===== config.mk =====
export PLATFORM = sky130hd
export DESIGN_NAME = cff_fifo
export DESIGN_NICKNAME = d
export VERILOG_FILES = /design/src/design/cff_fifo.sv
export SDC_FILE = /design/constraint.sdc
export NUM_CORES = 1
export LEC_CHECK = 0
export ABC_AREA = 1
export BUFFER_PORTS_ARGS = -buffer_cell sky130_fd_sc_hd__buf_2
export CAP_MARGIN = 25
export CORE_MARGIN = 5
export CORE_UTILIZATION = 45
export CTS_CLUSTER_DIAMETER = 100
export DETAILED_ROUTE_END_ITERATION = 7
export MAX_ROUTING_LAYER = met4
export PLACE_DENSITY_LB_ADDON = 0.05
export SYNTH_ARGS = -nofsm -noshare
export SYNTH_HDL_FRONTEND = slang
export SYNTH_SLANG_ARGS = --single-unit
export TNS_END_PERCENT = 1

===== constraint.sdc =====
create_clock -name clk -period 3.2 [get_ports clk]
set_input_delay 0.32 -clock clk [delete_from_list [all_inputs] [get_ports clk]]
set_output_delay 0.32 -clock clk [all_outputs]
set_load 0.02 [all_outputs]

===== src/design/cff_fifo.sv =====
// Small register-based first-in first-out queue with show-ahead read.
module cff_fifo #(
  parameter int WIDTH = 8,
  parameter int DEPTH = 2
) (
  input  logic             clk,
  input  logic             rst,
  input  logic             wr_en,
  input  logic [WIDTH-1:0] wr_data,
  output logic             full,
  input  logic             rd_en,
  output logic [WIDTH-1:0] rd_data,
  output logic             empty
);

  localparam int PW = (DEPTH > 1) ? $clog2(DEPTH) : 1;
  localparam int NW = $clog2(DEPTH + 1);

  logic [WIDTH-1:0] mem [DEPTH];
  logic [PW-1:0]    wr_ptr;
  logic [PW-1:0]    rd_ptr;
  logic [NW-1:0]    count;
  logic             do_wr;
  logic             do_rd;

  assign full    = (count == NW'(DEPTH));
  assign empty   = (count == '0);
  assign do_wr   = wr_en && !full;
  assign do_rd   = rd_en && !empty;
  assign rd_data = mem[rd_ptr];

  always_ff @(posedge clk) begin
    if (do_wr) begin
      mem[wr_ptr] <= wr_data;
    end
  end

  always_ff @(posedge clk) begin
    if (rst) begin
      wr_ptr <= '0;
      rd_ptr <= '0;
      count  <= '0;
    end else begin
      if (do_wr) begin
        wr_ptr <= (int'(wr_ptr) == DEPTH - 1) ? '0 : wr_ptr + PW'(1);
      end
      if (do_rd) begin
        rd_ptr <= (int'(rd_ptr) == DEPTH - 1) ? '0 : rd_ptr + PW'(1);
      end
      if (do_wr && !do_rd) begin
        count <= count + NW'(1);
      end else if (do_rd && !do_wr) begin
        count <= count - NW'(1);
      end
    end
  end

endmodule


==> results.py <==
metrics = {
    "power_and_ir_drop": {
        "leakagePower_uw": 0.000406,
        "cellPowerDensity_mw_per_mm2": 770,
        "peakVddDrop_mv": 0.369,
    },
    "synthesis": {
        "syn_area_per_cell_um2": 13.4,
        "synthTopCellsByArea": "edfxtp_1 (58%), dfxtp_1 (12%), mux2_2 (11%)",
        "syn_nets": 75,
        "synth_ff_type": "edfxtp_1",
        "synth_commonest_cells": "edfxtp_1 (16), nor2_1 (9), mux2_2 (8)",
        "yosys_warnings": 0,
        "async_reset_ff_share_pct": 0,
        "syn_inst": 62,
        "ys_ff_latch": 21,
        "synth_cell_types": 16,
        "synth.largest_area_cell": "edfxtp_1",
        "synth_edf_count": 16,
        "synth_top_area_share_pct": 58.0,
        "synth_most_common_cell": "edfxtp_1",
        "synth_area_um2": 828,
        "synth_seq_area_share_pct": 70.1,
    },
    "routing": {
        "ant_nets": 0,
        "drtIter0Drc": 2,
        "drt-total-wl_um": 1250,
        "post-route-drc-count": 0,
        "wl_per_cell_um": 11.3,
        "drtPass1Iterations": 4,
        "dr_total_vias": 500,
        "viasPerCell": 4.50,
    },
    "cts": {
        "postCtsSetupBuffers": 0,
        "clk_latency_ns": 0.29,
        "cts_tree": "done",
        "path_clk_slew_ns": 0.11,
        "cts_root_buffer": "clkbuf_4",
        "cts_resized": 0,
        "numCtsBuffers": 3,
        "cts_buffer_depth": 2,
        "htreeDepth": 1,
        "clock_sinks": 21,
        "hold_buffers": 0,
    },
    "timing": {
        "fin_skew_ns": 0.00170,
        "fin_crit_sh_pct": 53.3,
        "min_period_ns": 1.71,
        "drv_slew": 0,
        "finalHoldViolations": 0,
        "relSlewSlack_pct": 54.7,
        "hold_ws_ns": 0.211,
        "worstMarginPinSlew_ns": 0.677,
        "fin_setup_tns_ns": 0,
        "timing.final.ws_setup_ns": 1.49,
        "rsz0062_at_grt": "no",
        "fmax_mhz": 586,
        "setup_violations": 0,
    },
    "placed_design": {
        "dp_hpwl_um": 933,
        "place_area_um2": 960,
        "place.gp.congestion": 0.707,
        "place_ws_ns": 1.67,
        "port_buffers": 21,
    },
    "cells_and_area": {
        "drive_gt1_share_pct": 43.0,
        "area_growth_pct": 19.0,
        "nFillCells": 169,
        "nets": 100,
        "antenna-diode-count": 0,
        "utilization_pct": 56.5,
        "final_area_um2": 986,
    },
    "critical_path": {
        "worstSetupPathType": "flip-flop to primary output",
        "timing.rr.start": "count[0]",
        "reg2reg_slack_ns": 1.68,
        "startpoint_type": "flip-flop",
        "rr_endpoint": "mem[1][0]",
        "worstPathRequired_ns": 2.88,
        "cp.arrival_ns": 1.39,
        "cp-end-kind": "primary output",
        "crit_fanout": 8,
        "rr_worst_depth": 2,
    },
    "global_routing": {
        "track_usage_pct": 11.3,
        "grt_max_degree": 12,
        "grt_pass1_wl_um": 2160,
        "grt-ovfl-total": 0,
        "grt_pass1_vias": 540,
        "antenna_found_initial": 0,
    },
    "floorplan": {
        "dieArea_mm2": 0.00280,
        "core_mm2": 0.00175,
        "fp.dieH_um": 52.9,
        "num_rows": 15,
        "io_pins": 22,
        "initial_utilization_pct": 47.5,
        "die_w_um": 52.9,
    },
    "min_path": {
        "hold-path-endpoint": "mem[1][7]",
        "hold_path_startpoint": "wr_data[7]",
        "hold_class": "primary input to flip-flop",
        "whs_path_depth": 1,
    },
    "status": {
        "status": "complete, no violations",
    },
    "run": {
        "maxCapViolCount": 0,
    },
}
where the power goes:
part	switching (uW)	leakage (uW)	internal, uW
clock	71.6	0.0000150	48.4
sequential	37.4	0.000191	348
combinational	150	0.000200	103
metrics by stage:
step / power (uW) / cells
after floorplan: 577 / 62
after global placement: 645 / 107
after detailed placement: 651 / 107
after CTS: 770 / 111
after global routing: 816 / 111
final: 759 / 111
sequential cells by signal, summed over array words and instances, names as in the netlist, named ones only:
register / flops
count: 2
rd_ptr: 1
mem: 16
wr_ptr: 1
kinds of logic (layout without fill, tap and decap cells):
group                      after synthesis  count (layout)  share of synthesized area, %
adders and majority gates                1               1                          1.51
DFF                                     21              21                          70.1
and+or+nand+nor                         16              16                          8.31
buffers and inverters                   10              34                          4.68
muxes                                    8               8                          10.9
AOI/OAI and AO/OA                        6               6                          4.53
placed cells by master (no fill, tap or decap):
cell,synthesis,final
nand4_1,1,1
buf_2,1,21
o21ai_2,2,2
ha_1,1,1
clkbuf_1,0,1
dfxtp_1,5,5
nand2_1,4,4
inv_2,2,2
a21oi_1,1,1
edfxtp_1,16,16
clkbuf_4,0,3
nand3_1,1,1
nor2_1,9,9
and2_4,1,1
o21ai_1,1,1
inv_1,7,7
mux2_2,8,8
o21ai_0,2,2
critical path, stage by stage (launching register included):
cell and delay [ns]:
dfxtp_1 0.56, mux2_2 0.38, buf_2 0.16
layer usage:
metal | track usage [%] | wire length, um | up-vias
met3 | 1.97 | 67 | 2
met5 | - | 0 | -
met4 | 6.38 | 14 | 0
met2 | 21.9 | 700 | 11
li1 | - | - | 260
met1 | 10.2 | 470 | 227
worst max path at each step:
stage	start	to	slack, ns	depth (start not counted)
global route	flip-flop	rd_data[5]	1.43	2
CTS	flip-flop	rd_data[3]	1.47	2
global placement	count[0]	mem[0][7]	1.68	2
floorplan	count[0]	mem[1][0]	1.88	2
finish	flip-flop	rd_data[3]	1.49	2
detailed placement	count[0]	mem[0][0]	1.67	2
area by class of cell:
type	count	area [um2]	share of cell area, %
clock buffer	4	26.3	2.66
inverter	9	33.8	3.43
multi-input combinational	31	209	21.2
sequential	21	581	58.9
tap	25	31.3	3.17
timing repair buffer	21	105	10.7
(Power assumes the default switching activity.)
