--- config.mk ---
export PLATFORM = sky130hd
export DESIGN_NAME = cff_back
export DESIGN_NICKNAME = d
export VERILOG_FILES = /design/src/design/cff_pkg.sv /design/src/design/cff_ram.sv /design/src/design/cff_back.sv
export SDC_FILE = /design/constraint.sdc
export NUM_CORES = 2
export LEC_CHECK = 0
export BUFFER_PORTS_ARGS = -buffer_cell sky130_fd_sc_hd__buf_2
export CAP_MARGIN = 5
export CORE_UTILIZATION = 30
export DETAILED_ROUTE_END_ITERATION = 8
export PLACE_DENSITY = 0.45
export SYNTH_ARGS = -nofsm -noshare
export SYNTH_HDL_FRONTEND = slang
export SYNTH_SLANG_ARGS = --single-unit
--- constraint.sdc ---
create_clock -name clk -period 9.2 [get_ports clk]
set_clock_uncertainty 0.1 [all_clocks]
set_input_delay 0 -clock clk [delete_from_list [all_inputs] [get_ports clk]]
set_output_delay 0 -clock clk [all_outputs]
set_load 0.05 [all_outputs]
--- src/design/cff_pkg.sv ---
// Shared constants, codes and types for the complex FIR filter.
package cff_pkg;

  // Default sizes for the top-level parameters.
  localparam int MAX_TAPS_DEFAULT    = 64;
  localparam int SAMPLE_BITS_DEFAULT = 16;
  localparam int TAP_BITS_DEFAULT    = 16;

  // Fixed field widths.
  localparam int OUT_BITS       = 38;
  localparam int TAP_INDEX_BITS = 6;
  localparam int TAPS_CFG_BITS  = 7;

  localparam logic [TAPS_CFG_BITS-1:0] TAPS_RESET = 7'd64;

  // Input opcodes.
  localparam logic OP_LOAD   = 1'b0;
  localparam logic OP_SAMPLE = 1'b1;

  // Queue depths.
  localparam int CMD_FIFO_DEPTH = 4;
  localparam int RES_FIFO_DEPTH = 2;

  typedef enum logic {
    CMD_LOAD   = 1'b0,
    CMD_SAMPLE = 1'b1
  } cmd_kind_t;

  typedef enum logic [1:0] {
    BK_CLEAR,
    BK_IDLE,
    BK_SCAN,
    BK_FLUSH
  } back_state_t;

endpackage

--- src/design/cff_ram.sv ---
// Generic single-write, single-read RAM with registered read data.
module cff_ram #(
  parameter int WIDTH = 16,
  parameter int DEPTH = 64
) (
  input  logic                                   clk,
  input  logic                                   wr_en,
  input  logic [(DEPTH > 1 ? $clog2(DEPTH) : 1)-1:0] wr_addr,
  input  logic [WIDTH-1:0]                       wr_data,
  input  logic                                   rd_en,
  input  logic [(DEPTH > 1 ? $clog2(DEPTH) : 1)-1:0] rd_addr,
  output logic [WIDTH-1:0]                       rd_data
);

  logic [WIDTH-1:0] mem [DEPTH];

  always_ff @(posedge clk) begin
    if (wr_en) begin
      mem[wr_addr] <= wr_data;
    end
    if (rd_en) begin
      rd_data <= mem[rd_addr];
    end
  end

endmodule

--- src/design/cff_back.sv ---
// Back end: tap and history memories with one shared complex multiply-accumulate.
module cff_back #(
  parameter int MAX_TAPS    = cff_pkg::MAX_TAPS_DEFAULT,
  parameter int SAMPLE_BITS = cff_pkg::SAMPLE_BITS_DEFAULT,
  parameter int TAP_BITS    = cff_pkg::TAP_BITS_DEFAULT,
  localparam int AW    = (MAX_TAPS > 1) ? $clog2(MAX_TAPS) : 1,
  localparam int CW    = $clog2(MAX_TAPS + 1),
  localparam int DW    = (TAP_BITS > 2 * SAMPLE_BITS) ? TAP_BITS : 2 * SAMPLE_BITS,
  localparam int CMD_W = 1 + AW + CW + DW,
  localparam int RW    = 2 * cff_pkg::OUT_BITS
) (
  input  logic             clk,
  input  logic             rst,
  output logic             clearing,
  input  logic             cmd_empty,
  input  logic [CMD_W-1:0] cmd_data,
  output logic             cmd_pop,
  input  logic             res_full,
  output logic             res_push,
  output logic [RW-1:0]    res_data
);

  localparam int OB = cff_pkg::OUT_BITS;
  localparam int PW = SAMPLE_BITS + TAP_BITS;
  localparam int MW = (PW > OB) ? PW : OB;
  localparam int HW = 2 * SAMPLE_BITS;

  cff_pkg::back_state_t state;
  cff_pkg::back_state_t state_next;

  cff_pkg::cmd_kind_t kind;
  logic [AW-1:0]      cmd_addr;
  logic [CW-1:0]      cmd_used;
  logic [DW-1:0]      cmd_payload;

  logic [AW-1:0] clr_addr;
  logic [CW-1:0] k;
  logic [AW-1:0] slot;
  logic [CW-1:0] used_r;
  logic          last_issue;
  logic          start;
  logic          issue;

  logic          rd_v;
  logic          rd_last;
  logic          mul_v;
  logic          mul_last;
  logic signed [PW-1:0] prod_i;
  logic signed [PW-1:0] prod_q;
  logic signed [MW-1:0] prod_x_i;
  logic signed [MW-1:0] prod_x_q;
  logic signed [OB-1:0] acc_i;
  logic signed [OB-1:0] acc_q;
  logic signed [OB-1:0] sum_i;
  logic signed [OB-1:0] sum_q;

  logic                coef_we;
  logic [AW-1:0]       coef_waddr;
  logic [TAP_BITS-1:0] coef_wdata;
  logic [TAP_BITS-1:0] coef_rd;
  logic                hist_we;
  logic [HW-1:0]       hist_rd;

  assign kind        = cff_pkg::cmd_kind_t'(cmd_data[CMD_W-1]);
  assign cmd_addr    = cmd_data[CMD_W-2 -: AW];
  assign cmd_used    = cmd_data[DW+CW-1 -: CW];
  assign cmd_payload = cmd_data[DW-1:0];

  assign clearing   = (state == cff_pkg::BK_CLEAR);
  assign last_issue = (k == used_r - CW'(1));

  // Wrap products to the output width before accumulating.
  assign prod_x_i = MW'(prod_i);
  assign prod_x_q = MW'(prod_q);
  assign sum_i    = acc_i + prod_x_i[OB-1:0];
  assign sum_q    = acc_q + prod_x_q[OB-1:0];

  cff_ram #(
    .WIDTH (TAP_BITS),
    .DEPTH (MAX_TAPS)
  ) u_coef_ram (
    .clk     (clk),
    .wr_en   (coef_we),
    .wr_addr (coef_waddr),
    .wr_data (coef_wdata),
    .rd_en   (issue),
    .rd_addr (k[AW-1:0]),
    .rd_data (coef_rd)
  );

  cff_ram #(
    .WIDTH (HW),
    .DEPTH (MAX_TAPS)
  ) u_hist_ram (
    .clk     (clk),
    .wr_en   (hist_we),
    .wr_addr (cmd_addr),
    .wr_data (cmd_payload[HW-1:0]),
    .rd_en   (issue),
    .rd_addr (slot),
    .rd_data (hist_rd)
  );

  always_ff @(posedge clk) begin
    if (rst) begin
      state <= cff_pkg::BK_CLEAR;
    end else begin
      state <= state_next;
    end
  end

  always_comb begin
    state_next = state;
    coef_we    = 1'b0;
    coef_waddr = clr_addr;
    coef_wdata = '0;
    hist_we    = 1'b0;
    cmd_pop    = 1'b0;
    res_push   = 1'b0;
    res_data   = '0;
    start      = 1'b0;
    issue      = 1'b0;
    unique case (state)
      cff_pkg::BK_CLEAR: begin
        coef_we = 1'b1;
        if (int'(clr_addr) == MAX_TAPS - 1) begin
          state_next = cff_pkg::BK_IDLE;
        end
      end
      cff_pkg::BK_IDLE: begin
        if (!cmd_empty) begin
          if (kind == cff_pkg::CMD_LOAD) begin
            coef_we    = 1'b1;
            coef_waddr = cmd_addr;
            coef_wdata = cmd_payload[TAP_BITS-1:0];
            cmd_pop    = 1'b1;
          end else if (!res_full) begin
            hist_we = 1'b1;
            cmd_pop = 1'b1;
            if (cmd_used == '0) begin
              res_push = 1'b1;
            end else begin
              start      = 1'b1;
              state_next = cff_pkg::BK_SCAN;
            end
          end
        end
      end
      cff_pkg::BK_SCAN: begin
        issue = 1'b1;
        if (last_issue) begin
          state_next = cff_pkg::BK_FLUSH;
        end
      end
      cff_pkg::BK_FLUSH: begin
        if (mul_v && mul_last) begin
          res_push   = 1'b1;
          res_data   = {sum_i, sum_q};
          state_next = cff_pkg::BK_IDLE;
        end
      end
      default: begin
        state_next = cff_pkg::BK_CLEAR;
      end
    endcase
  end

  always_ff @(posedge clk) begin
    if (rst) begin
      clr_addr <= '0;
      rd_v     <= 1'b0;
      mul_v    <= 1'b0;
    end else begin
      if (state == cff_pkg::BK_CLEAR) begin
        clr_addr <= clr_addr + AW'(1);
      end
      rd_v  <= issue;
      mul_v <= rd_v;
    end
  end

  always_ff @(posedge clk) begin
    rd_last  <= issue && last_issue;
    mul_last <= rd_last;
    if (start) begin
      k      <= '0;
      slot   <= cmd_addr;
      used_r <= cmd_used;
      acc_i  <= '0;
      acc_q  <= '0;
    end else begin
      if (issue) begin
        k    <= k + CW'(1);
        slot <= (slot == '0) ? AW'(MAX_TAPS - 1) : slot - AW'(1);
      end
      if (mul_v) begin
        acc_i <= sum_i;
        acc_q <= sum_q;
      end
    end
    if (rd_v) begin
      prod_i <= PW'($signed(hist_rd[HW-1:SAMPLE_BITS])) * PW'($signed(coef_rd));
      prod_q <= PW'($signed(hist_rd[SAMPLE_BITS-1:0])) * PW'($signed(coef_rd));
    end
  end

`ifndef SYNTHESIS
  a_no_pop_while_clearing: assert property (@(posedge clk) disable iff (rst)
    (state == cff_pkg::BK_CLEAR) |-> (!cmd_pop && !res_push))
    else $error("command taken during coefficient clear");

  a_push_has_room: assert property (@(posedge clk) disable iff (rst)
    res_push |-> !res_full)
    else $error("result pushed into full queue");

  a_read_from_scan: assert property (@(posedge clk) disable iff (rst)
    rd_v |-> ($past(state) == cff_pkg::BK_SCAN))
    else $error("memory read outside tap scan");

  a_flush_ends_scan: assert property (@(posedge clk) disable iff (rst)
    ((state == cff_pkg::BK_SCAN) && last_issue) |=> (state == cff_pkg::BK_FLUSH))
    else $error("tap scan did not end in flush");
`endif

endmodule

==> flow_results.org <==
** GRT
- Entering global routing, the biggest net connects 109 pins.
- Number of antenna violations at the first check in global routing :: 28
- The via count of the first global-routing pass was approximately 82k.
- Wire length of the first global-routing pass :: 623400 um
- Overflow left after global routing :: 0
- Global routing consumed, over all layers together, 17.25% of the routing resources.

** Cells and area
- Number of fillers in the final layout :: between 40k and 50k
- Of the cells placed in the final design, the portion with a size suffix greater than 1 is a little under a fifth.
- Combined flip-flop and latch cell area :: roughly 98000 um2
- The area growth from synthesis to layout is 14.81%.
- Non-Filler Cell Area, Final :: ~170000 um2
- The net count of the finished layout is around 10k.
- Measured on the finished design, the core utilization comes to 34.65%.
- Total area of multi-input combinational cells :: 47900 um2
- The count of cells in the finished layout, fillers not included, comes to approximately 16k.

** Timing
- Setup violations remaining at the end of the flow were counted as 0.
- Worst Max-Slew Pin Slew :: between 1 and 1.5 ns
- Final Hold Fails :: 0
- Once routing completed, OpenROAD measured the worst setup slack at about 1.8 ns.
- The worst path in the final design needs a cycle of between 7 and 8 ns, including I/O delays and setup.
- The number of pins with negative max-slew slack in the final report is 0.
- Period utilisation layout :: 80.51%
- RSZ-0062 raised after global routing :: false
- Highest attainable clock frequency :: between 100 and 150 MHz
- Hold timing on the final database bottoms out at a slack of between 0.06 and 0.07 ns.
- Sum of negative setup slack :: 0 ns
- In this run the tightest slew margin relative to its limit is between 10% and 20%.

** CTS
- The H-tree was split into 5 levels.
- The tree is rooted in a sky130_fd_sc_hd__clkbuf_16.
- After clock tree synthesis, the clock-pin slew on the worst setup and hold paths is roughly 0.06 ns.
- Number of buffers inserted for hold repair after clock tree synthesis :: 63
- Maximum buffer depth of the clock tree :: 4
- Clock buffers created by TritonCTS :: about 360
- Clock latency reported for the late side of the worst-skew pair :: 1.01 ns
- TritonCTS built the clock tree.
- In this run the post-CTS setup repair buffer count came out at 0.
- Counting every sink on the clock net gives around 3.3k.
- Number of cells upsized or downsized after cts :: 0

** Synth
- Biggest area contributors in the synthesized netlist :: sky130_fd_sc_hd__edfxtp_1 64%, sky130_fd_sc_hd__mux4_2 11%, sky130_fd_sc_hd__fa_1 7.1%
- Dominant register cell in the synthesized netlist :: sky130_fd_sc_hd__edfxtp_1
- The Yosys step of the flow raised 0 warnings.
- Synthesis inferred roughly 3.3k register bits.
- The synthesized netlist contains 84 unique library cells.
- Cell area after synthesis :: 149300 um2
- Of all flip-flops after synthesis, the portion carrying an async set or reset was 0%.
- Yosys instantiated no cell more often than sky130_fd_sc_hd__edfxtp_1.
- The number of nets in the synthesized netlist is 9456.
- After synthesis, flip-flops and latches occupy between 60% and 70% of the total area.
- Average cell area after synthesis :: between 15 and 20 um2
- Yosys mapped a number of flops with a built-in enable equal to around 3.2k.
- By count the netlist is led by 3197 x sky130_fd_sc_hd__edfxtp_1, 699 x sky130_fd_sc_hd__mux4_2, 613 x sky130_fd_sc_hd__inv_1.
- Yosys top cell area share :: between 60% and 70%
- Cell count after synthesis :: 8632
- Cell accounting for the most synthesized area :: sky130_fd_sc_hd__edfxtp_1

** Pwr
- Sequential cell fraction of total power :: between 50% and 60%
- The design draws 31.85 mW.
- In this run switching power makes up between 20% and 30% of total power.
- Internal :: 24.88 mW
- Max VDD drop :: about 150 uV
- For this design the static power due to leakage is approximately 61 nW.
- For this design the ratio of total power to cell area is between 150 and 200 nW/um2.
- Gate power share :: 3.9%
- Clock share of power :: roughly 44%
- For this design the total switching power over the nets is 6.968 mW.

** Drt
- For this run, design rule violations remaining after detail routing come to 0.
- After the first detailed-routing iteration, the DRC count stood at a little under 7k.
- After detailed routing, the average wire length per cell comes to between 20 and 30 um.
- After detailed routing, the number of vias per cell comes to a little under 5.
- Final routed wirelength across all metal layers :: approximately 440000 um
- The first detailed-routing pass took 5 iterations.
- Across all layers, the routed design uses between 70k and 80k vias.
- The count of nets left with antenna violations once routing finished came out at 0.

** Place
- Total half-perimeter wirelength after legalization and detailed placement :: around 260000 um
- In this run the tool buffered the top-level ports with between 100 and 150 buffer cells.
- At the placement stage, the worst setup path has a slack of approximately 1.8 ns.
- Routability-driven placement congestion ratio :: about 0.8
- Instance count after placement with tap cells included :: 15.23k
- Summing all placed instances gives a cell area of around 160000 um2.

** Worst hold path
- Min-delay worst type :: in2reg
- Hold Path Stages :: 2

** Floorplan
- The die is 707.4 um wide.
- Effective utilization at floorplan :: 30.18%
- In this run the standard cell core region covers 494500 um2.
- From bottom edge to top edge, the die measures between 700 and 800 um.
- The die covers 500400 um2.
- In this run the count of I/O pins placed on the die edge is about 130.
- After floorplanning, the core was divided into 258 placement rows.

** Critical path
- For the worst setup path, the data arrival time is approximately 8 ns.
- Worst Setup End Kind :: flop
- The worst register-to-register path has a depth of 24.
- Crit path kind :: reg2reg
- Worst-path fanout max :: 17
- STA classifies the critical path startpoint as a flop.
- Data on the critical path is required at its endpoint by 9.79 ns.

** Run status
- The flow ran to the end, and the final reports show no timing, DRC or antenna violations.

** Job
- The tool flagged a number of max-cap violations equal to 0.
==> layout by cell type (no fill, tap or decap), types with 22 or more instances in the layout <==
| master | netlist | final |
|---|---|---|
| sky130_fd_sc_hd__fa_1 | 526 | 526 |
| sky130_fd_sc_hd__o221ai_1 | 153 | 153 |
| sky130_fd_sc_hd__clkinv_1 | 1 | 97 |
| sky130_fd_sc_hd__buf_2 | 98 | 128 |
| sky130_fd_sc_hd__a21oi_1 | 266 | 266 |
| sky130_fd_sc_hd__and2_1 | 297 | 281 |
| sky130_fd_sc_hd__mux4_2 | 699 | 699 |
| sky130_fd_sc_hd__nor2_4 | 0 | 64 |
| sky130_fd_sc_hd__bufinv_16 | 0 | 22 |
| sky130_fd_sc_hd__mux2i_1 | 347 | 347 |
| sky130_fd_sc_hd__buf_4 | 3 | 252 |
| sky130_fd_sc_hd__inv_1 | 613 | 613 |
| sky130_fd_sc_hd__ha_1 | 248 | 247 |
| sky130_fd_sc_hd__nor2b_1 | 30 | 29 |
| sky130_fd_sc_hd__dlygate4sd3_1 | 0 | 63 |
| sky130_fd_sc_hd__xor2_1 | 63 | 63 |
| sky130_fd_sc_hd__nor3_1 | 46 | 38 |
| sky130_fd_sc_hd__edfxtp_1 | 3197 | 3197 |
| sky130_fd_sc_hd__o21ai_0 | 155 | 154 |
| sky130_fd_sc_hd__clkbuf_1 | 275 | 79 |
| sky130_fd_sc_hd__dfxtp_1 | 95 | 89 |
| sky130_fd_sc_hd__mux2_2 | 62 | 62 |
| sky130_fd_sc_hd__nand2b_1 | 35 | 32 |
| sky130_fd_sc_hd__clkinv_2 | 0 | 50 |
| sky130_fd_sc_hd__nand2_1 | 385 | 385 |
| sky130_fd_sc_hd__o21a_1 | 47 | 47 |
| sky130_fd_sc_hd__nor2_1 | 448 | 381 |
| sky130_fd_sc_hd__nand3_1 | 40 | 39 |
| sky130_fd_sc_hd__o22ai_1 | 71 | 71 |
| sky130_fd_sc_hd__xnor2_1 | 105 | 105 |
| sky130_fd_sc_hd__clkbuf_16 | 0 | 367 |
| sky130_fd_sc_hd__a21o_1 | 47 | 47 |
==> routing by layer <==
| layer | GRT usage, % | vias up | routed length (um) |
|---|---|---|---|
| met1 | 24.27 | 42390 | 195500 |
| met5 | 0 | - | 38 |
| li1 | - | 33840 | - |
| met2 | 28.28 | 1975 | 209000 |
| met3 | 2.361 | 539 | 22300 |
| met4 | 4.198 | 6 | 11100 |
==> state kept, by name, summed over array words and instances (netlist names) <==
name	flops
k	7
prod_i	32
acc_q	38
rd_last	1
mul_last	1
clr_addr	6
prod_q	32
u_coef_ram.rd_data	16
u_coef_ram.mem	1024
rd_v	1
slot	6
mul_v	1
u_hist_ram.rd_data	32
u_hist_ram.mem	2048
acc_i	38
state	2
used_r	7
==> layout make-up <==
type	count	share of cell area (%)
antenna	11	0.01606
clock buffer	449	5.556
clock inverter	212	1.094
inverter	616	1.349
multi-input combinational	4298	27.95
sequential	3292	57.14
tap	6630	4.841
timing repair buffer	460	2.049
==> final timing paths <==
path	slack, ns	startpoint	to
worst max register to register	1.79	u_coef_ram.rd_data[7]$_DFFE_PP_	prod_q[31]$_DFFE_PP_
worst max-delay path	1.79	u_coef_ram.rd_data[7]$_DFFE_PP_	prod_q[31]$_DFFE_PP_
worst min register to register	0.24	rd_last$_DFF_P_	mul_last$_DFF_P_
worst min-delay path	0.07	cmd_data[7]	u_hist_ram.mem[59][7]$_DFFE_PP_
==> logic make-up (layout without fill, tap and decap cells) <==
logic type,Yosys count,after routing,synth area share (%)
other,0,11,0
AOI/OAI and AO/OA,894,894,4.004
and+or+nand+nor,1354,1354,4.226
DFF,3292,3292,65.59
muxes,1108,1108,13.34
adders and majority gates,774,774,9.134
buffers and inverters,1042,1737,2.715
xor gates and xnor gates,168,168,0.9858
==> power by group through the flow <==
stage          clock, mW  sequential (mW)  combinational [mW]
4_1_cts             14.4             16.5                1.28
2_1_floorplan          0             16.8               0.775
5_1_grt             15.0             16.5                1.35
3_3_place_gp           0             16.8                1.23
6_report            14.1             16.5                1.25
3_5_place_dp           0             16.8                1.25
==> worst max-delay path, stage by stage (launching register included) <==
cell                        delay [ns]
sky130_fd_sc_hd__edfxtp_1         0.81
sky130_fd_sc_hd__buf_4            0.35
sky130_fd_sc_hd__nand2_1          0.10
sky130_fd_sc_hd__fa_1             0.56
sky130_fd_sc_hd__inv_1            0.06
sky130_fd_sc_hd__fa_1             0.51
sky130_fd_sc_hd__inv_1            0.06
sky130_fd_sc_hd__fa_1             0.52
sky130_fd_sc_hd__inv_1            0.06
sky130_fd_sc_hd__fa_1             0.46
sky130_fd_sc_hd__fa_1             0.50
sky130_fd_sc_hd__inv_1            0.05
sky130_fd_sc_hd__fa_1             0.48
sky130_fd_sc_hd__inv_1            0.04
sky130_fd_sc_hd__ha_1             0.40
sky130_fd_sc_hd__a2111oi_4        0.35
sky130_fd_sc_hd__o21ai_2          0.10
sky130_fd_sc_hd__a32oi_2          0.28
sky130_fd_sc_hd__o21ai_2          0.11
sky130_fd_sc_hd__o311a_4          0.33
sky130_fd_sc_hd__o41ai_4          0.33
sky130_fd_sc_hd__o2111ai_1        0.18
sky130_fd_sc_hd__a21o_1           0.19
sky130_fd_sc_hd__a21oi_2          0.14
sky130_fd_sc_hd__xnor2_1          0.08
Power figures use the tool's default switching activity.
