`src/design/cff_pkg.sv`:
```
// Shared constants, codes and types for the complex FIR filter.
package cff_pkg;

  // Default sizes for the top-level parameters.
  localparam int MAX_TAPS_DEFAULT    = 64;
  localparam int SAMPLE_BITS_DEFAULT = 16;
  localparam int TAP_BITS_DEFAULT    = 16;

  // Fixed field widths.
  localparam int OUT_BITS       = 38;
  localparam int TAP_INDEX_BITS = 6;
  localparam int TAPS_CFG_BITS  = 7;

  localparam logic [TAPS_CFG_BITS-1:0] TAPS_RESET = 7'd64;

  // Input opcodes.
  localparam logic OP_LOAD   = 1'b0;
  localparam logic OP_SAMPLE = 1'b1;

  // Queue depths.
  localparam int CMD_FIFO_DEPTH = 4;
  localparam int RES_FIFO_DEPTH = 2;

  typedef enum logic {
    CMD_LOAD   = 1'b0,
    CMD_SAMPLE = 1'b1
  } cmd_kind_t;

  typedef enum logic [1:0] {
    BK_CLEAR,
    BK_IDLE,
    BK_SCAN,
    BK_FLUSH
  } back_state_t;

endpackage

```
`src/design/cff_front.sv`:
```
// Front end: accepts items, holds the tap-count register and history bookkeeping.
module cff_front #(
  parameter int MAX_TAPS    = cff_pkg::MAX_TAPS_DEFAULT,
  parameter int SAMPLE_BITS = cff_pkg::SAMPLE_BITS_DEFAULT,
  parameter int TAP_BITS    = cff_pkg::TAP_BITS_DEFAULT,
  localparam int AW    = (MAX_TAPS > 1) ? $clog2(MAX_TAPS) : 1,
  localparam int CW    = $clog2(MAX_TAPS + 1),
  localparam int DW    = (TAP_BITS > 2 * SAMPLE_BITS) ? TAP_BITS : 2 * SAMPLE_BITS,
  localparam int CMD_W = 1 + AW + CW + DW
) (
  input  logic                                   clk,
  input  logic                                   rst,
  input  logic                                   push,
  output logic                                   full,
  input  logic                                   opcode,
  input  logic [cff_pkg::TAP_INDEX_BITS-1:0]     tap_index,
  input  logic signed [TAP_BITS-1:0]             tap_value,
  input  logic signed [SAMPLE_BITS-1:0]          sample_i,
  input  logic signed [SAMPLE_BITS-1:0]          sample_q,
  input  logic                                   first_of_block,
  input  logic                                   taps_wr_en,
  input  logic [cff_pkg::TAPS_CFG_BITS-1:0]      taps_wr_data,
  input  logic                                   clearing,
  input  logic                                   cmd_full,
  output logic                                   cmd_push,
  output logic [CMD_W-1:0]                       cmd_data
);

  logic [cff_pkg::TAPS_CFG_BITS-1:0] taps_in_use;
  logic [AW-1:0] hist_ptr;
  logic [AW-1:0] hist_ptr_next;
  logic [CW-1:0] valid_count;
  logic [CW-1:0] vc_base;
  logic [CW-1:0] vc_new;
  logic [CW-1:0] taps_eff;
  logic [CW-1:0] used;
  logic          accept;
  logic          is_sample;
  logic          tap_ok;

  assign full      = cmd_full || clearing;
  assign accept    = push && !full;
  assign is_sample = (opcode == cff_pkg::OP_SAMPLE);
  assign tap_ok    = (int'(tap_index) < MAX_TAPS);

  always_comb begin
    if (int'(taps_in_use) > MAX_TAPS) begin
      taps_eff = CW'(MAX_TAPS);
    end else begin
      taps_eff = CW'(taps_in_use);
    end
    vc_base = first_of_block ? '0 : valid_count;
    vc_new  = (int'(vc_base) < MAX_TAPS) ? vc_base + CW'(1) : vc_base;
    used    = (taps_eff < vc_new) ? taps_eff : vc_new;
    hist_ptr_next = (int'(hist_ptr) == MAX_TAPS - 1) ? '0 : hist_ptr + AW'(1);
  end

  // Samples carry their history slot and tap count; loads carry address and tap.
  always_comb begin
    cmd_push = accept && (is_sample || tap_ok);
    if (is_sample) begin
      cmd_data = {cff_pkg::CMD_SAMPLE, hist_ptr, used, DW'({sample_i, sample_q})};
    end else begin
      cmd_data = {cff_pkg::CMD_LOAD, AW'(tap_index), {CW{1'b0}}, DW'(tap_value)};
    end
  end

  always_ff @(posedge clk) begin
    if (rst) begin
      taps_in_use <= cff_pkg::TAPS_RESET;
      hist_ptr    <= '0;
      valid_count <= '0;
    end else begin
      if (taps_wr_en) begin
        taps_in_use <= taps_wr_data;
      end
      if (accept && is_sample) begin
        hist_ptr    <= hist_ptr_next;
        valid_count <= vc_new;
      end
    end
  end

endmodule

```
`config.mk`:
```
export PLATFORM = sky130hd
export DESIGN_NAME = cff_front
export DESIGN_NICKNAME = d
export VERILOG_FILES = /design/src/design/cff_pkg.sv /design/src/design/cff_front.sv
export SDC_FILE = /design/constraint.sdc
export NUM_CORES = 1
export LEC_CHECK = 0
export BUFFER_PORTS_ARGS = -buffer_cell sky130_fd_sc_hd__buf_2
export CAP_MARGIN = 20
export CORE_MARGIN = 4
export CORE_UTILIZATION = 30
export CTS_CLUSTER_SIZE = 12
export DETAILED_ROUTE_END_ITERATION = 16
export PLACE_DENSITY = 0.7
export SYNTH_ARGS = -nofsm -noshare
export SYNTH_HDL_FRONTEND = slang
export SYNTH_SLANG_ARGS = --single-unit
```
`constraint.sdc`:
```
create_clock -name clk -period 8.31 [get_ports clk]
set_input_delay 1.662 -clock clk [delete_from_list [all_inputs] [get_ports clk]]
set_output_delay 1.662 -clock clk [all_outputs]
set_load 0.005 [all_outputs]
```
==> results of run 1 <==
worst max-delay path by stage:
| stage | start | to | slack, ns | cells past startpoint |
|---|---|---|---|---|
| 2_1_floorplan | first_of_block | cmd_data[36] | 2.99 | 13 |
| 3_3_place_gp | first_of_block | cmd_data[32] | 2.42 | 14 |
| 3_5_place_dp | first_of_block | cmd_data[32] | 2.36 | 14 |
| 4_1_cts | first_of_block | cmd_data[32] | 2.34 | 14 |
| 5_1_grt | first_of_block | cmd_data[32] | 2.13 | 14 |
| 6_report | first_of_block | cmd_data[32] | 2.33 | 14 |
cell type report:
class,count,area (sq um),share of cell area (%)
tap,75,93.8,3.78
inverter,5,18.8,0.757
sequential,20,400,16.1
multi-input combinational,198,1330,53.7
clock buffer,4,55.1,2.22
timing repair buffer,116,581,23.4
power by group through the flow:
stage	logic, uW	registers, uW	clock network (uW)
after floorplan	39.4	103	0
after global placement	71.4	104	0
after detailed placement	72.9	104	0
after CTS	73.2	102	76.2
after global routing	80.8	102	81.4
final	72.6	102	72.2
state kept, by name, summed over array words and instances, names as in the netlist:
name and flops:
valid_count 7, hist_ptr 6, taps_in_use 7
worst max-delay path, delay by kind of cell:
family	cells	cell delay (ns)
adder cells (fa/ha/maj)	2	0.53
buffers and inverters	3	0.35
XOR/XNOR	1	0.17
AND/OR/NAND/NOR	4	0.54
AO/OA/AOI/OAI	4	1.07
layout by cell type, fill, tap and decap left out, drive strengths merged, types with 2 or more instances in the layout:
cell	netlist	layout
nand2b	2	2
and2	3	3
buf	6	116
inv	5	5
mux2	21	21
xor2	5	5
and2b	2	2
nand4	6	6
o211ai	2	2
a32oi	4	4
nand4b	2	2
mux2i	7	7
nor2b	11	11
and3	2	2
or2	2	2
a31oi	2	2
ha	6	6
a211o	6	6
o21a	2	2
a21oi	11	11
nand3	10	10
dfxtp	20	20
nor2	18	18
o21ai	6	6
clkbuf	11	4
nand2	54	54
nor3	3	3
nor3b	2	2
metal layers:
metal | share of wire, % | vias to the layer above
li1 | - | 1052
met1 | 42 | 926
met2 | 49 | 62
met3 | 7.8 | 4
met4 | 0.84 | 0
met5 | 0 | -
per-stage QoR:
step,cells,utilization [%],setup slack [ns]
after floorplan,240,-,2.99
after global placement,414,41.0,2.42
after detailed placement,414,41.0,2.36
after CTS,418,41.9,2.34
after global routing,418,41.9,2.13
final,418,41.9,2.33
cell families after synthesis:
group                      after synthesis
DFF                                     20
AOI/OAI and AO/OA                       39
adders and majority gates                6
and+or+nand+nor                        120
xor gates and xnor gates                 5
muxes                                   28
buffers and inverters                   22
==> impl_metrics.ini, run 1 <==
[clock_tree]
clockBufferDepth = 2
clk_pin_slew_ns = 0.07
cts.hold.buffers_added = 0
post_cts_buffers = 0
cts_buffers = 3
cts_root_buffer = clkbuf_8
insertion_delay_ns = 0.26
cts_tree = built
h-tree-depth = 1
cts_resized = 0
clock_sinks = 20

[detailed_routing]
drt-vias-per-instance = 4.89
drt_wl_total_microns = 5250
vias = 2044
drc_errors = 0
drtIter0Drc = 94
drtAntennaViolNets = 0
firstDrtPassIters = 4
post_drt_wl_per_cell_microns = 12.6

[layout]
drive_above_1_share_pct = 43.7
diodes = 0
n_fill_cell = 636
area_growth_pct = 35.1
fin_area_sq_um = 2480
layout.nets = 419

[power]
internal-power_uw = 179
combPwrFrac_pct = 29.4
ir_drop_v = 0.0000819
total_power_uw = 247
swShare_pct = 27.3
leakage_uw = 0.00123
switching_power_uw = 67.2
clkPwrFrac_pct = 29.3
power_density_nw_per_um2 = 99.4
power_frac_seq_pct = 41.3

[global_route]
grt_pass1_wl_microns = 8170
use_met1_pct = 16.5
grt.busiest_layer = met2
grtUsageTotal_pct = 13.1
grtUsageMet3_pct = 2.19
antenna_found_initial = 0
grt_pass1_vias = 1853
use_met2_pct = 23.5
grt_max_degree = 50
grt-ovfl-total = 0

[timing]
finalSetupTns_ns = 0
whs_ns = 0.501
setup_viol = 0
final-max-slew-violation-count = 0
post-route-period-util_pct = 72.0
min_period_ns = 5.98
tightest_slew_ns = 0.857
hold_viol = 0
max_freq_mhz = 167
finalClockSkew_ns = 0.00388
rsz0062_at_grt = no
slew_headroom_pct = 42.9

[yosys]
synth_async_sr_flop_share_pct = 0
syn_area_sq_um = 1840
synthDistinctLibCells = 49
synth_top_area_cell = dfxtp_1
synth_top_cell_area_share_pct = 21.8
synth_ff_type = dfxtp_1
yosys.area_share.simple_pct = 32.2
seq_area_frac_synth_pct = 21.8
yosysMostFrequentCell = nand2_1
synth-compound-area-share_pct = 16.7
ys_ff_latch = 20
synth_edf_count = 0
postSynthCellCount = 240
avgSynthCellArea_sq_um = 7.65
synth-xor-area-share_pct = 2.79
synth_nets = 315
synthTopCellsByCount = nand2_1 (54), mux2_2 (21), dfxtp_1 (20)
synthMuxAreaShare_pct = 16.7
yosys-top-cells-area = dfxtp_1 (22%), mux2_2 (13%), nand2_1 (11%)
synth_top_family_by_area = simple AND/OR/NAND/NOR gates
yosys.area_share.adder_pct = 4.09
ys_warn_count = 0

[floorplan]
io-pin-count = 117
die_area_sq_um = 7430
core_area_sq_um = 5920
num_rows = 28
start_util_pct = 31.0
fp.dieH_microns = 86.2
die_x_microns = 86.2

[setup_path]
worstPathCellList = buf_2, nor2b_1, ha_1, nand4b_1, xor2_1, nor2_1, inv_1, ha_1, o211ai_1, o31ai_1, o21ai_1, a211o_2, nand3_1, buf_2
slowest_delay_ns = 0.40
rr_worst_depth = 7
critPathMaxFanout = 11
crit_required_ns = 6.65
crit_slowest_cell = a211o_2
rr_startpoint = valid_count[0]
worstPathArrival_ns = 4.32
endpoint_kind = output pin
r2r_slack_ns = 6.64
worstSetupPathType = in2out
r2r-end = valid_count[4]
crit_path_start_kind = input pin

[hold_path]
hp-start = hist_ptr[1]
min_to = hist_ptr[1]
worstHoldPathCells = 2
min_path_type = reg2reg

[placed_design]
gp_congestion = 0.836
portBuffers = 116
hpwl_microns = 4190
placedInstanceArea_sq_um = 2420

[status]
outcome = completed

[flow_run]
maxCapViolCount = 0
(Power assumes the default switching activity.)
==> run 2, diff against run 1 <==
- clock period: 8.31 -> 5.98 ns (I/O delays scaled with it)
==> impl_metrics.ini, run 2 (synthesized netlist as in run 1, its figures left out) <==
[status]
outcome = completed

[layout]
layout_commonest_cell = buf_2
diodes = 0
area_growth_pct = 35.1
reg_top3 = taps_in_use (7), valid_count (7), hist_ptr (6)
layout.nets = 419
fin_util_pct = 41.9
final_cell_mix = buf_2 (116), nand2_1 (54), mux2_2 (21)
drive_above_1_share_pct = 43.7

[placed_design]
hpwl_microns = 4190
portBuffers = 116
gp_congestion = 0.836

[timing]
hold_viol = 0
final-max-slew-violation-count = 0
max_freq_mhz = 196
min_period_ns = 5.11
slew_headroom_pct = 42.5
setup_viol = 0
finalClockSkew_ns = 0.00131
post-route-period-util_pct = 85.5
rsz0062_at_grt = no
tightest_slew_ns = 0.863
finalSetupTns_ns = 0

[setup_path]
critPathCapture = cmd_data[32]
r2r-end = valid_count[4]
critPathTopFamily = compound AO/OA/AOI/OAI gates
startpoint = first_of_block
rr_worst_depth = 7
worstPathArrival_ns = 3.92
crit_required_ns = 4.78
crit_slowest_cell = a211o_2
path_buf_inv = 3
r2r_slack_ns = 4.31
worstSetupPathType = in2out
slowest_delay_ns = 0.41
cp.depth = 14
critPathMaxFanout = 11
endpoint_kind = output pin
worstPathCellList = buf_2, nor2b_1, ha_1, nand4b_1, xor2_1, nor2_1, inv_1, ha_1, o211ai_1, o31ai_1, o21ai_1, a211o_2, nand3_1, buf_2
rr_startpoint = valid_count[0]
crit_path_start_kind = input pin

[detailed_routing]
post_drt_wl_per_cell_microns = 12.6
firstDrtPassIters = 4
vias = 2056
drtIter0Drc = 94
drtAntennaViolNets = 0
drt-vias-per-instance = 4.92
drc_errors = 0
drt_wl_total_microns = 5290

[clock_tree]
cts_tree = built
cts_resized = 0
post_cts_buffers = 0
cts.hold.buffers_added = 0
clock_sinks = 20
clk_pin_slew_ns = 0.07
insertion_delay_ns = 0.26
cts_buffers = 3
h-tree-depth = 1
cts_root_buffer = clkbuf_8
clockBufferDepth = 2

[power]
power_density_nw_per_um2 = 139
ir_drop_v = 0.000128
leakage_uw = 0.00123
total_power_uw = 344

[global_route]
grt-ovfl-total = 0
grt_pass1_wl_microns = 8090
antenna_found_initial = 0
grtUsageTotal_pct = 12.9
grt_pass1_vias = 1864
grt_max_degree = 50

[hold_path]
min_path_type = reg2reg

[floorplan]
die_x_microns = 86.2
num_rows = 28
core_area_sq_um = 5920
fp.dieH_microns = 86.2
start_util_pct = 31.0
io-pin-count = 117
die_area_sq_um = 7430

[flow_run]
maxCapViolCount = 0
## run 2: cell counts in the layout (fill, tap and decap cells not counted)
Identical to the previous run, type by type.
## run 2: metrics by stage
| stage | setup WS (ns) | hold slack [ns] | area, sq um | std cells |
|---|---|---|---|---|
| after CTS | 0.929 | 0.500 | 2480 | 418 |
| after detailed placement | 0.952 | 0.490 | 2420 | 414 |
| after global placement | 1.03 | 0.475 | 2420 | 414 |
| after global routing | 0.725 | 0.540 | 2480 | 418 |
| final | 0.868 | 0.505 | 2480 | 418 |
| after floorplan | 1.59 | 0.454 | 1840 | 240 |
## run 2: routing by layer
layer,vias to the layer above,share of wire (%),GRT usage [%]
li1,1045,-,-
met1,932,42,16.1
met2,74,48,22.9
met3,5,8.5,2.19
met4,0,0.91,3.54
met5,-,0,0
## run 2: worst min-delay path, delay by kind of cell (launching register included)
| kind | cells | cell delay (ns) |
|---|---|---|
| DFF | 1 | 0.34 |
| and+or+nand+nor | 1 | 0.07 |
| AOI/OAI and AO/OA | 1 | 0.05 |
## run 2: worst min-delay path by stage
stage | from | end | slack [ns] | cells after the start
after floorplan | taps_in_use[3] | taps_in_use[3] | 0.45 | 2
after global placement | taps_in_use[3] | taps_in_use[3] | 0.47 | 2
after detailed placement | hist_ptr[1] | hist_ptr[1] | 0.49 | 2
after CTS | hist_ptr[1] | hist_ptr[1] | 0.50 | 2
after global routing | hist_ptr[1] | hist_ptr[1] | 0.54 | 2
final | hist_ptr[1] | hist_ptr[1] | 0.50 | 2
## run 2: report_power, final
group	internal (uW)	leakage, uW	switching (uW)
clock network	58.6	0.0000288	42.7
logic	53.8	0.00104	47.2
registers	137	0.000163	4.72
total	249	0.00123	94.6
## run 2: area by class of cell
cell class / instances / area, sq um
Multi-Input combinational cell: 198 / 1330
Timing Repair Buffer: 116 / 581
Clock buffer: 4 / 55.1
Inverter: 5 / 18.8
Tap cell: 75 / 93.8
Sequential cell: 20 / 400
Fill cell: 621 / 3440
==> run 3, diff against run 2 <==
==> constraint.sdc (replaced) <==
create_clock -name clk -period 5.98 [get_ports clk]
set_input_delay 0.598 -clock clk [delete_from_list [all_inputs] [get_ports clk]]
set_output_delay 0.598 -clock clk [all_outputs]
set_load 0.005 [all_outputs]
==> impl_metrics.ini, run 3 (synthesized netlist as in run 1, its figures left out) <==
[layout]
layout.nets = 419
area_growth_pct = 35.1
drive_above_1_share_pct = 43.7
layout_commonest_cell = buf_2
reg_top3 = taps_in_use (7), valid_count (7), hist_ptr (6)
diodes = 0
fin_area_sq_um = 2480
final_cell_mix = buf_2 (116), nand2_1 (54), mux2_2 (21)

[timing]
rsz0062_at_grt = no
post-route-period-util_pct = 65.3
min_period_ns = 3.91
fin_ws_ns = 2.07
finalClockSkew_ns = 0.00567
max_freq_mhz = 256
slew_headroom_pct = 41.9
finalSetupTns_ns = 0
setup_viol = 0
hold_viol = 0
final-max-slew-violation-count = 0
tightest_slew_ns = 0.872

[setup_path]
crit_slowest_cell = dfxtp_1
rr_startpoint = valid_count[0]
endpoint_kind = output pin
critPathMaxFanout = 11
worstSetupPathType = reg2out
crit_required_ns = 5.38
startpoint = valid_count[0]
cpMostUsedCell = ha_1
r2r_slack_ns = 4.30
slowest_delay_ns = 0.48
worstPathArrival_ns = 3.31
crit_path_start_kind = register
worstPathCellList = nor2b_1, ha_1, nand4b_1, xor2_1, nor2_1, inv_1, ha_1, o211ai_1, o31ai_1, o21ai_1, a211o_2, nand3_1, buf_2

[floorplan]
die_x_microns = 86.2
io-pin-count = 117
start_util_pct = 31.0
core_area_sq_um = 5920
die_area_sq_um = 7430
fp.dieH_microns = 86.2
num_rows = 28

[hold_path]
min_path_type = reg2reg
hp-start = hist_ptr[1]

[clock_tree]
h-tree-depth = 1
clockBufferDepth = 2
cts_tree = built
cts_resized = 0
insertion_delay_ns = 0.26
cts_buffers = 3
cts_root_buffer = clkbuf_8
clk_pin_slew_ns = 0.08
clock_sinks = 20
post_cts_buffers = 0
cts.hold.buffers_added = 0

[global_route]
grt-ovfl-total = 0
grt_max_degree = 50
grtUsageTotal_pct = 13.3
antenna_found_initial = 0
grt_pass1_wl_microns = 8360
grt_pass1_vias = 1864

[placed_design]
place_ws_ns = 2.16
hpwl_microns = 4220
placedInstanceArea_sq_um = 2420
gp_congestion = 0.836
portBuffers = 116

[detailed_routing]
firstDrtPassIters = 4
drtAntennaViolNets = 0
drc_errors = 0
vias = 2052
drt-vias-per-instance = 4.91
drtIter0Drc = 97
drt_wl_total_microns = 5380
post_drt_wl_per_cell_microns = 12.9

[power]
ir_drop_v = 0.000116
leakage_uw = 0.00123
total_power_uw = 344
power_density_nw_per_um2 = 139

[status]
outcome = completed

[flow_run]
maxCapViolCount = 0
## run 3: cell counts in the layout (fill, tap and decap cells not counted)
No cell type changed its count.
## run 3: layer usage
layer	track usage, %	wire, microns
met4	3.26	29
met5	0	0
met3	2.19	408
met2	23.2	2620
met1	17.0	2320
## run 3: where the power goes
group	switching [uW]	total (uW)	internal [uW]
clock network	43.3	102	58.5
registers	4.73	141	137
logic	47.3	101	53.8
total	95.3	344	249
## run 3: final cells by class
cell class | count | area [sq um]
clock buffer | 4 | 55.1
sequential | 20 | 400
inverter | 5 | 18.8
timing repair buffer | 116 | 581
fill | 629 | 3440
multi-input combinational | 198 | 1330
tap | 75 | 93.8
## run 3: worst max-delay path, delay by kind of cell, from the launching register on
kind,cells,cell delay [ns]
xor+xnor,1,0.17
fa+ha+maj,2,0.53
buf+inv,2,0.20
compound gates,4,1.08
simple gates,4,0.60
flops,1,0.48
## run 3: final timing paths
kind                         end  cells after the start
setup reg to reg  valid_count[4]                      7
hold reg to reg      hist_ptr[1]                      2
setup / recovery    cmd_data[32]                     13
hold / removal       hist_ptr[1]                      2
## run 3: through the flow
| step | cells | util [%] | hold WS (ns) |
|---|---|---|---|
| floorplan | 240 | - | 0.454 |
| global placement | 414 | 41.0 | 0.475 |
| detailed placement | 414 | 41.0 | 0.490 |
| CTS | 418 | 41.9 | 0.501 |
| global route | 418 | 41.9 | 0.541 |
| finish | 418 | 41.9 | 0.499 |
